[src/rtl/qmn_fifo.sv]
// Two-entry queue between the front pipeline and the back sequencer.
module qmn_fifo #(
	parameter int DW = 8
) (
	input  logic          clk,
	input  logic          arst_n,
	input  logic          in_valid,
	output logic          in_ready,
	input  logic [DW-1:0] in_data,
	output logic          out_valid,
	input  logic          out_ready,
	output logic [DW-1:0] out_data
);

	localparam int DEPTH = 2;
	localparam int PW    = $clog2(DEPTH);
	localparam int CW    = $clog2(DEPTH + 1);

	logic [DW-1:0] mem_q [DEPTH];
	logic [PW-1:0] wr_ptr_q, rd_ptr_q;
	logic [CW-1:0] cnt_q;
	logic          push, pop;

	assign in_ready  = cnt_q != CW'(DEPTH);
	assign out_valid = cnt_q != '0;
	assign push      = in_valid && in_ready;
	assign pop       = out_valid && out_ready;
	assign out_data  = mem_q[rd_ptr_q];

	// pointers and fill count
	always_ff @(posedge clk or negedge arst_n) begin
		if (!arst_n) begin
			wr_ptr_q <= '0;
			rd_ptr_q <= '0;
			cnt_q    <= '0;
		end else begin
			if (push)
				wr_ptr_q <= wr_ptr_q + PW'(1);
			if (pop)
				rd_ptr_q <= rd_ptr_q + PW'(1);
			if (push && !pop)
				cnt_q <= cnt_q + CW'(1);
			else if (pop && !push)
				cnt_q <= cnt_q - CW'(1);
		end
	end

	// storage
	always_ff @(posedge clk) begin
		if (push)
			mem_q[wr_ptr_q] <= in_data;
	end

endmodule

[config.mk]
export PLATFORM = sky130hd
export DESIGN_NAME = qmn_fifo
export DESIGN_NICKNAME = d
export VERILOG_FILES = /design/src/rtl/qmn_fifo.sv
export SDC_FILE = /design/constraint.sdc
export NUM_CORES = 1
export LEC_CHECK = 0
export CAP_MARGIN = 20
export CORE_MARGIN = 2
export CORE_UTILIZATION = 39
export CTS_CLUSTER_SIZE = 24
export DETAILED_ROUTE_END_ITERATION = 6
export DONT_BUFFER_PORTS = 1
export PLACE_DENSITY_LB_ADDON = 0.2
export SLEW_MARGIN = 5
export SYNTH_ARGS = -nofsm -noshare
export SYNTH_HDL_FRONTEND = slang
export SYNTH_SLANG_ARGS = --single-unit
export TNS_END_PERCENT = 5
[constraint.sdc]
create_clock -name clk -period 1.59 [get_ports clk]
set_input_delay 0.318 -clock clk [delete_from_list [all_inputs] [get_ports clk]]
set_output_delay 0.318 -clock clk [all_outputs]
set_load 0.02 [all_outputs]
# After elaboration in Yosys (flattened, before gate mapping)

Memories as Yosys holds them, arrays and structs flattened.
Index checks and enable logic that the tools add are counted.

Eq/ne operators: 1
Mux-type cells: 4
Reduce and logical (&&, ||, !) cells: 8
Add/subtract/negate cells: 4

Operators by type and width:

| operator                                                           | number |
|---|---|
| 1-bit logical AND                                                  | 4 |
| 2-bit two-way mux                                                  | 2 |
| 2-bit nonzero test                                                 | 2 |
| 1-bit adder, second input constant                                 | 2 |
| 2-bit by 1-bit adder with 2-bit output, second input constant      | 1 |
| 1-bit zero test                                                    | 2 |
| 1-bit two-way mux                                                  | 2 |
| 2-bit != test, second input constant                               | 1 |
| 2-bit by 1-bit subtractor with 2-bit output, second input constant | 1 |

Input bits: 12
Memory bits (writable): 16
Output and inout port bits: 10
Memories kept: 1
Bits in registers: 4
Logic and storage cells: 21

Memory list:

| name  | words | bits a word | rd ports | clocked after Yosys merged registers in | write ports | RTL line | RTL |
|---|---|---|---|---|---|---|---|
| mem_q | 2     | 8           | 1        | 0                                       | 1           | 19       | `logic [DW-1:0] mem_q [DEPTH];` |

# Longest topological paths before layout

Gate-level depths: netlist (run 1).

Word-level depth: 6
Gate-level depth with buffers: 7
Depth with buffers taken out: 7

# Worst setup path after synthesis (run 1)

Ideal clock, no wire load.

Path kind: reg2reg
Start: register cnt_q[0]
End: memory mem_q[0][0], enable pin
Buffers on the path: 0
Slack: 0.175 ns
Arrival time: 1.045 ns
Data required time: 1.220 ns
Stages on the path, launching flop included: 4
Setup time: 0.370 ns
Clock period less this slack: 1.415 ns
Path through: dfrtp_1 > nand2b_4 > nand2_1 > nor2_1

Word-level cells in the longest chain between the ends: 4

Ends and longest elaborated chain:

| what                                    | RTL line | RTL |
|---|---|---|
| start: declaration                      | 21       | `logic [CW-1:0] cnt_q;` |
| start signal: assignment                | 42       | `cnt_q <= cnt_q + CW'(1);` |
| start signal: assignment                | 44       | `cnt_q <= cnt_q - CW'(1);` |
| 2-bit != test                           | 24       | `assign in_ready = cnt_q != CW'(DEPTH);` |
| net in_ready                            | 8        | `output logic in_ready,` |
| 1-bit logical AND                       | 26       | `assign push = in_valid && in_ready;` |
| 1-bit two-way mux                       | 50       | `if (push)` |
| 1-bit two-way mux (implied by the code) | 51       | `mem_q[wr_ptr_q] <= in_data;` |
| end: declaration                        | 19       |  |

The timed path passes the listed nets, and every way through them passes these cells.

# Final worst setup path (run 1)

Start: register rd_ptr_q
End: output out_data[3]

Word-level cells in the longest chain between the ends: 1

Ends and longest elaborated chain:

| what                     | RTL line | RTL |
|---|---|---|
| start: declaration       | 20       | `logic [PW-1:0] wr_ptr_q, rd_ptr_q;` |
| start signal: assignment | 40       | `rd_ptr_q <= rd_ptr_q + PW'(1);` |
| memory read 2 x 8 bit    | n/a      |  |
| end: declaration         | 12       | `output logic [DW-1:0] out_data` |

Every way passes these cells.

==> metrics.md, run 1 <==
| Metric | Value |
|---|---|
| Slowest stage delay, CP | 0.52 ns |
| Family with the most delay on the worst path | flip-flops |
| Critical path required time | 1.27 ns |
| Setup violators final | 0 |
| Clock sink total | 20 |
| Via Count | 368 |
| Simple-gate share of the synthesized area | 6.52% |
| Synthesized cell area | 787 sq um |
| Compound-gate portion of the synthesized area | 0% |
| Xor/xnor cell area share of the yosys netlist | 5.56% |
| CP Capture Type | output port |
| Largest net degree at the start of global routing | 13 |
| Cell-by-cell listing of the critical path | mux2_2 |
| First-pass GRT wire length | 1910 um |
| Post-route cell area | 897 sq um |
| Outcome | complete, no violations |
| Critical Path Start Type | flip-flop |
| Post-synthesis cell count | 43 |
| DIE WIDTH | 48.9 um |
| Worst Hold Launch | in_data[6] |
| # IOs | 22 |
| DRT Pass-1 Iters | 2 |
| Critical path's slowest cell | dfrtp_2 |
| Util after Layout | 46.2% |
| Yosys synthesis warning count | 0 |
| Port-buffer cells | 0 |
| Worst rel slew slack | 72.7% |
| Routed length per instance | 16.1 um |
| CTS Buf Count | 3 |
| Largest family of logic cells by synthesized area | multiplexers |
| Crit Path Max Fanout | 9 |
| Via density per instance | 4.84 |
| PwrDens | 2090 nW/um^2 |
| Syn nets | 56 |
| Worst Clk Skew | 0.00370 ns |
| DRT iter0 DRCs | 1 |
| Area delta synth->final | 14.0% |
| Die Ht | 48.9 um |
| DRT Wirelength | 1230 um |
| Number of antenna violations at the first check in global routing | 0 |
| Initial core utilization | 40.5% |
| DRT antenna net count | 0 |
| Share of cells above drive strength 1 | 38.8% |
| Placed inst area | 823 sq um |
| H-tree levels | 1 |
| Reg clk slew, reported paths | 0.12 ns |
| Crit. Startpoint | rd_ptr_q$_DFFE_PN0P_ |
| Die Area | 2390 sq um |
| Pleak | 0.329 nW |
| Antenna Cells | 0 |
| GP Congestion | 0.800 |
| Setup ws final | 0.0170 ns |
| Worst Tran Pin Value | 0.410 ns |
| DP Worst Slack | 0.0852 ns |
| All-Layer GR Usage | 11.6% |
| Crit share post-route | 98.9% |
| Overflow after GRT | 0 |
| Crit path kind | flip-flop to output port |
| Clock latency on the worst-skew pair | 0.31 ns |
| CTS tree | built |
| Post-synthesis mux area share | 11.4% |
| Max-cap violations | 0 |
| Rows | 16 |
| Avg Cell Area, Syn | 18.3 sq um |
| Nets | 63 |
| CP arrival | 1.25 ns |
| Hold Slack | 0.0957 ns |
| Core ar. | 1940 sq um |
| Post-Synth Adder-Cell Area | 1.59% |
| CP bufs+invs | 0 |
| R2R Path Start | cnt_q[0]$_DFFE_PN0P_ |
| Clock Path Buffers | 2 |
| Yosys cell types | 14 |
| F_max | 636 MHz |
| # DRC | 0 |
| Vias in the first global route | 377 |
| Hold crit path type | input pin to flip-flop |
| RSZ-0062 raised after global routing | true |
| Hold Fails Final Rpt | 0 |
| Post-layout min period | 1.57 ns |
| Max Transition Viols Final | 0 |
| Worst VDD drop | 0.908 mV |
| # fillers | 173 |
| Root Buffer | clkbuf_4 |
| Sequential fraction of the synthesis area | 73.8% |
| Number of synthesized register bits | 20 |
## layer usage
| metal | wire [um] | part of all wire, % | up-vias | track usage, % |
|---|---|---|---|---|
| met3 | 94 | 7.7 | 2 | 6.44 |
| met4 | 19 | 1.5 | 0 | 7.14 |
| met5 | 0 | 0 | - | 0 |
| li1 | - | - | 167 | - |
| met2 | 637 | 52 | 14 | 18.5 |
| met1 | 475 | 39 | 185 | 11.8 |
## per-stage QoR
step / total power, mW / setup TNS [ns] / instances
after CTS: 1.87 / 0 / 75
after global routing: 1.97 / -0.217 / 76
after global placement: 1.41 / 0 / 70
after detailed placement: 1.44 / 0 / 70
after floorplan: 1.34 / 0 / 43
final: 1.87 / 0 / 76
## final timing paths
check                                         to  slack (ns)  cells after the start
min                        mem_q[0][6]$_DFFE_PP_         0.1                      0
min reg2reg                 wr_ptr_q$_DFFE_PN0P_        0.54                      1
min in group asynchronous   cnt_q[1]$_DFFE_PN0P_        0.27                      1
max                                  out_data[3]        0.02                      1
max in group asynchronous   rd_ptr_q$_DFFE_PN0P_        1.12                      1
max reg2reg                 cnt_q[1]$_DFFE_PN0P_        0.11                      7
## Yosys cell counts
cell type  count  area share (%)
dfrtp_1        4              13
mux2_2         8              11
ha_1           1             1.6
nand2_1        1            0.48
inv_1          1            0.48
and3_1         1            0.80
nand2b_4       1             1.7
or2_4          1             1.1
edfxtp_1      16              61
buf_2          1            0.64
xor2_1         2             2.2
nand2_4        1             1.4
nor2_1         2            0.95
xnor2_1        3             3.3
## cell families (layout without fill, tap and decap cells)
logic type,Yosys count,count (layout)
xor+xnor,5,5
flops,20,20
buf+inv,2,8
mux,8,8
fa+ha+maj,1,1
simple gates,7,7
## cell type report
cell class | count | area (sq um) | share of cell area [%]
flip-flops and latches | 20 | 582 | 64.9
multi-input cells | 21 | 200 | 22.3
well taps | 27 | 33.8 | 3.77
clock inverters | 1 | 30.0 | 3.35
repair buffers | 3 | 25.0 | 2.79
clock buffers | 3 | 22.5 | 2.51
inverters | 1 | 3.75 | 0.418
## sequential cells by signal, summed over array words and instances, names as in the netlist
register	flops
cnt_q	2
rd_ptr_q	1
wr_ptr_q	1
mem_q	16
## report_power, final
part / total (mW) / switching (mW) / internal, mW
Clock: 0.418 / 0.163 / 0.255
Sequential: 0.852 / 0.118 / 0.734
Combinational: 0.604 / 0.346 / 0.258
## cell usage in the layout, fill, tap and decap left out, drive strengths merged, types with 2 or more instances in the layout
master	n
dfrtp	4
edfxtp	16
buf	2
clkbuf	3
xor2	2
mux2	8
xnor2	3
nor2	2
nand2	2
## what timing repair did
item	in CTS	in global routing
endpoints found under the hold margin	4	0
hold buffers	1	0
endpoints found under the setup margin	8	9
pin swaps	0	0
setup buffers	0	1
gates resized for setup	1	1
Note: power is estimated with default switching activity, not from simulation.
==> run 2, diff against run 1 <==
Settings changed: PLACE_DENSITY from default to 0.58, PLACE_DENSITY_LB_ADDON 0.2 to default.
==> run 2 against run 1 <==
Worst setup slack improved by 0.052 ns. Largest cell class unchanged. Sequential share of layout area is 2.1 points higher. Design area down 3.2%. Critical path type unchanged. Die area is the same. Highest routed layer is now met3. Worst hold slack improved by 0.029 ns. Critical path depth unchanged. Global-route usage fell by 2.6 points. Combinational power barely moved.
==> metrics.md, run 2 (same netlist as run 1, synthesis figures left out) <==
| Metric | Value |
|---|---|
| CP Capture Type | output port |
| First-pass GRT wire length | 1570 um (-18%) |
| Biggest register | mem_q |
| Met1 WL | 389 um (-18%) |
| F_max | 658 MHz (+3.4%) |
| GP Congestion | 0.815 (+1.9%) |
| Outcome | complete, no violations |
| Root Buffer | clkbuf_4 |
| DRT Pass-1 Iters | 4 (+2) |
| Overflow after GRT | 0 (unchanged) |
| Clock Path Buffers | 2 (unchanged) |
| Hold EP | mem_q[1][6]$_DFFE_PP_ |
| R2R Path Start | cnt_q[0]$_DFFE_PN0P_ |
| Sum Neg Setup Slack | 0 ns (unchanged) |
| Core ar. | 1940 sq um (unchanged) |
| Critical Path Start Type | flip-flop |
| Die Ht | 48.9 um (unchanged) |
| Dpl hpwl | 839 um |
| H-tree levels | 1 (unchanged) |
| Crit share post-route | 95.7% (-3.3 points) |
| CTS Buf Count | 3 (unchanged) |
| Worst rel slew slack | 72.9% (+0.24 points) |
| Setup violators final | 0 (unchanged) |
| Via density per instance | 4.63 (-4.3%) |
| Critical path's slowest cell | dfrtp_2 |
| Initial core utilization | 40.5% (unchanged) |
| Hold Fails Final Rpt | 0 (unchanged) |
| DRT iter0 DRCs | 3 (+2) |
| RSZ-0062 raised after global routing | false |
| Die Area | 2390 sq um (unchanged) |
| Worst Clk Skew | 0.00481 ns (+0.00111 ns) |
| Clock power frac | 13.4% (-8.9 points) |
| Cell-by-cell listing of the critical path | mux2_2 |
| Reg2reg setup slack | 0.09 ns (-0.02 ns) |
| Worst VDD drop | 1.01 mV (+11%) |
| CP bufs+invs | 0 (unchanged) |
| Largest regs | mem_q: 16 flops, cnt_q: 2 flops |
| Rows | 16 (unchanged) |
| Clock latency on the worst-skew pair | 0.28 ns (-0.03 ns) |
| Switching pwr | 0.581 mW (-7.3%) |
| Final Power | 1.67 mW (-11%) |
| Antenna Cells | 0 (unchanged) |
| PwrDens | 1920 nW/um^2 (-7.9%) |
| Slowest stage delay, CP | 0.50 ns (-0.02 ns) |
| Commonest non-fill, non-tap cells in the layout | 16 x edfxtp_1, 8 x mux2_2, 3 x xnor2_1, 3 x clkbuf_4, 3 x dfrtp_1 |
| Post-layout min period | 1.52 ns (-0.0521 ns) |
| Via Count | 352 (-4.3%) |
| DRT antenna net count | 0 (unchanged) |
| Reg clk slew, reported paths | 0.10 ns (-0.02 ns) |
| Hold path cells | 0 (unchanged) |
| Top sig layer | met3 |
| Worst Hold Launch | in_data[6] |
| Routed length per instance | 14.7 um (-8.9%) |
| Internal power | 1.09 mW (-13%) |
| Vias in the first global route | 390 (+3.4%) |
| Max reg flops | 16 (unchanged) |
| Commonest non-fill, non-tap cell in the layout | edfxtp_1 |
| Crit Path Max Fanout | 9 (unchanged) |
| Port-buffer cells | 0 (unchanged) |
| Largest net degree at the start of global routing | 12 (-1) |
| Share of cells above drive strength 1 | 34.7% (-4.1 points) |
| Worst Tran Pin Value | 0.406 ns (-0.00354 ns) |
| Hold crit path type | input pin to flip-flop |
| DP Worst Slack | 0.0470 ns (-0.0382 ns) |
| Family with the most delay on the worst path | flip-flops |
| Crit Reg-Reg Endpoint | cnt_q[1]$_DFFE_PN0P_ |
| Sequential power share | 50.3% (+4.8 points) |
| Clock sink total | 20 (unchanged) |
| Worst Reg-to-Reg Cells | 7 (unchanged) |
| Net Sw Frac | 34.8% (+1.3 points) |
| Number of antenna violations at the first check in global routing | 0 (unchanged) |
| Area delta synth->final | 10.3% |
| # DRC | 0 (unchanged) |
| Crit path kind | flip-flop to output port |
| Nets | 63 (unchanged) |
| Max Transition Viols Final | 0 (unchanged) |
| DRT Wirelength | 1120 um (-8.9%) |
| Critical path required time | 1.27 ns (about the same) |
| CP arrival | 1.20 ns (-0.05 ns) |
| Met3 routed WL | 97 um (+3.2%) |
| CTS tree | built |
| Pleak | 0.316 nW (-4.0%) |
| All-Layer GR Usage | 9.05% (-2.6 points) |
| Combinational share of power | 36.3% (+4.1 points) |
| Met2 routed WL | 631 um (-0.94%) |
| # IOs | 22 (unchanged) |
| DIE WIDTH | 48.9 um (unchanged) |
| Max-cap violations | 0 (unchanged) |
| Setup ws final | 0.0691 ns (+0.0521 ns) |
[run 2: how the worst max path moves through the flow]
stage / from / to / slack, ns / depth (start not counted)
after floorplan: cnt_q[0]$_DFFE_PN0P_ / mem_q[0][0]$_DFFE_PP_ / 0.17 / 3
after global placement: cnt_q[0]$_DFFE_PN0P_ / cnt_q[1]$_DFFE_PN0P_ / 0.17 / 6
after detailed placement: cnt_q[0]$_DFFE_PN0P_ / cnt_q[1]$_DFFE_PN0P_ / 0.05 / 7
after CTS: cnt_q[0]$_DFFE_PN0P_ / cnt_q[1]$_DFFE_PN0P_ / 0.04 / 7
after global routing: rd_ptr_q$_DFFE_PN0P_ / out_data[3] / 0.02 / 1
final: rd_ptr_q$_DFFE_PN0P_ / out_data[0] / 0.07 / 1
[run 2: layer usage]
| metal | vias to the layer above | global-route usage, % |
|---|---|---|
| met3 | 0 | 6.44 |
| met2 | 10 | 15.3 |
| met1 | 177 | 7.80 |
| li1 | 165 | - |
| met4 | 0 | 4.76 |
| met5 | - | 0 |
[run 2: power groups by stage]
stage / Combinational [mW] / Sequential, mW / Clock, mW
after floorplan: 0.547 / 0.797 / 0
after global placement: 0.560 / 0.847 / 0
after detailed placement: 0.583 / 0.859 / 0
after CTS: 0.587 / 0.852 / 0.237
after global routing: 0.643 / 0.852 / 0.260
final: 0.606 / 0.840 / 0.225
[run 2: final cells by class]
type	count	area (sq um)
multi-input cells	21	198
fillers	180	1070
repair buffers	3	25.0
inverters	1	3.75
well taps	27	33.8
flip-flops and latches	20	582
clock buffers	4	26.3
[run 2: metrics by stage]
| step | hold slack [ns] | instance area [sq um] | util [%] | cells |
|---|---|---|---|---|
| 2_1_floorplan | 0.0224 | 787 | - | 43 |
| 3_3_place_gp | 0.0225 | 823 | 42.4 | 70 |
| 3_5_place_dp | 0.0225 | 823 | 42.4 | 70 |
| 4_1_cts | 0.112 | 861 | 44.3 | 75 |
| 5_1_grt | 0.0962 | 868 | 44.7 | 76 |
| 6_report | 0.125 | 868 | 44.7 | 76 |
[run 2: repair_timing]
| item | 4_1_cts | 5_1_grt |
|---|---|---|
| endpoints found under the setup margin | 8 | 1 |
| gates resized for setup | 1 | 0 |
| setup buffers | 0 | 1 |
| pin swaps | 0 | 0 |
| hold buffers | 1 | 0 |
| hold endpoints to repair | 4 | 0 |
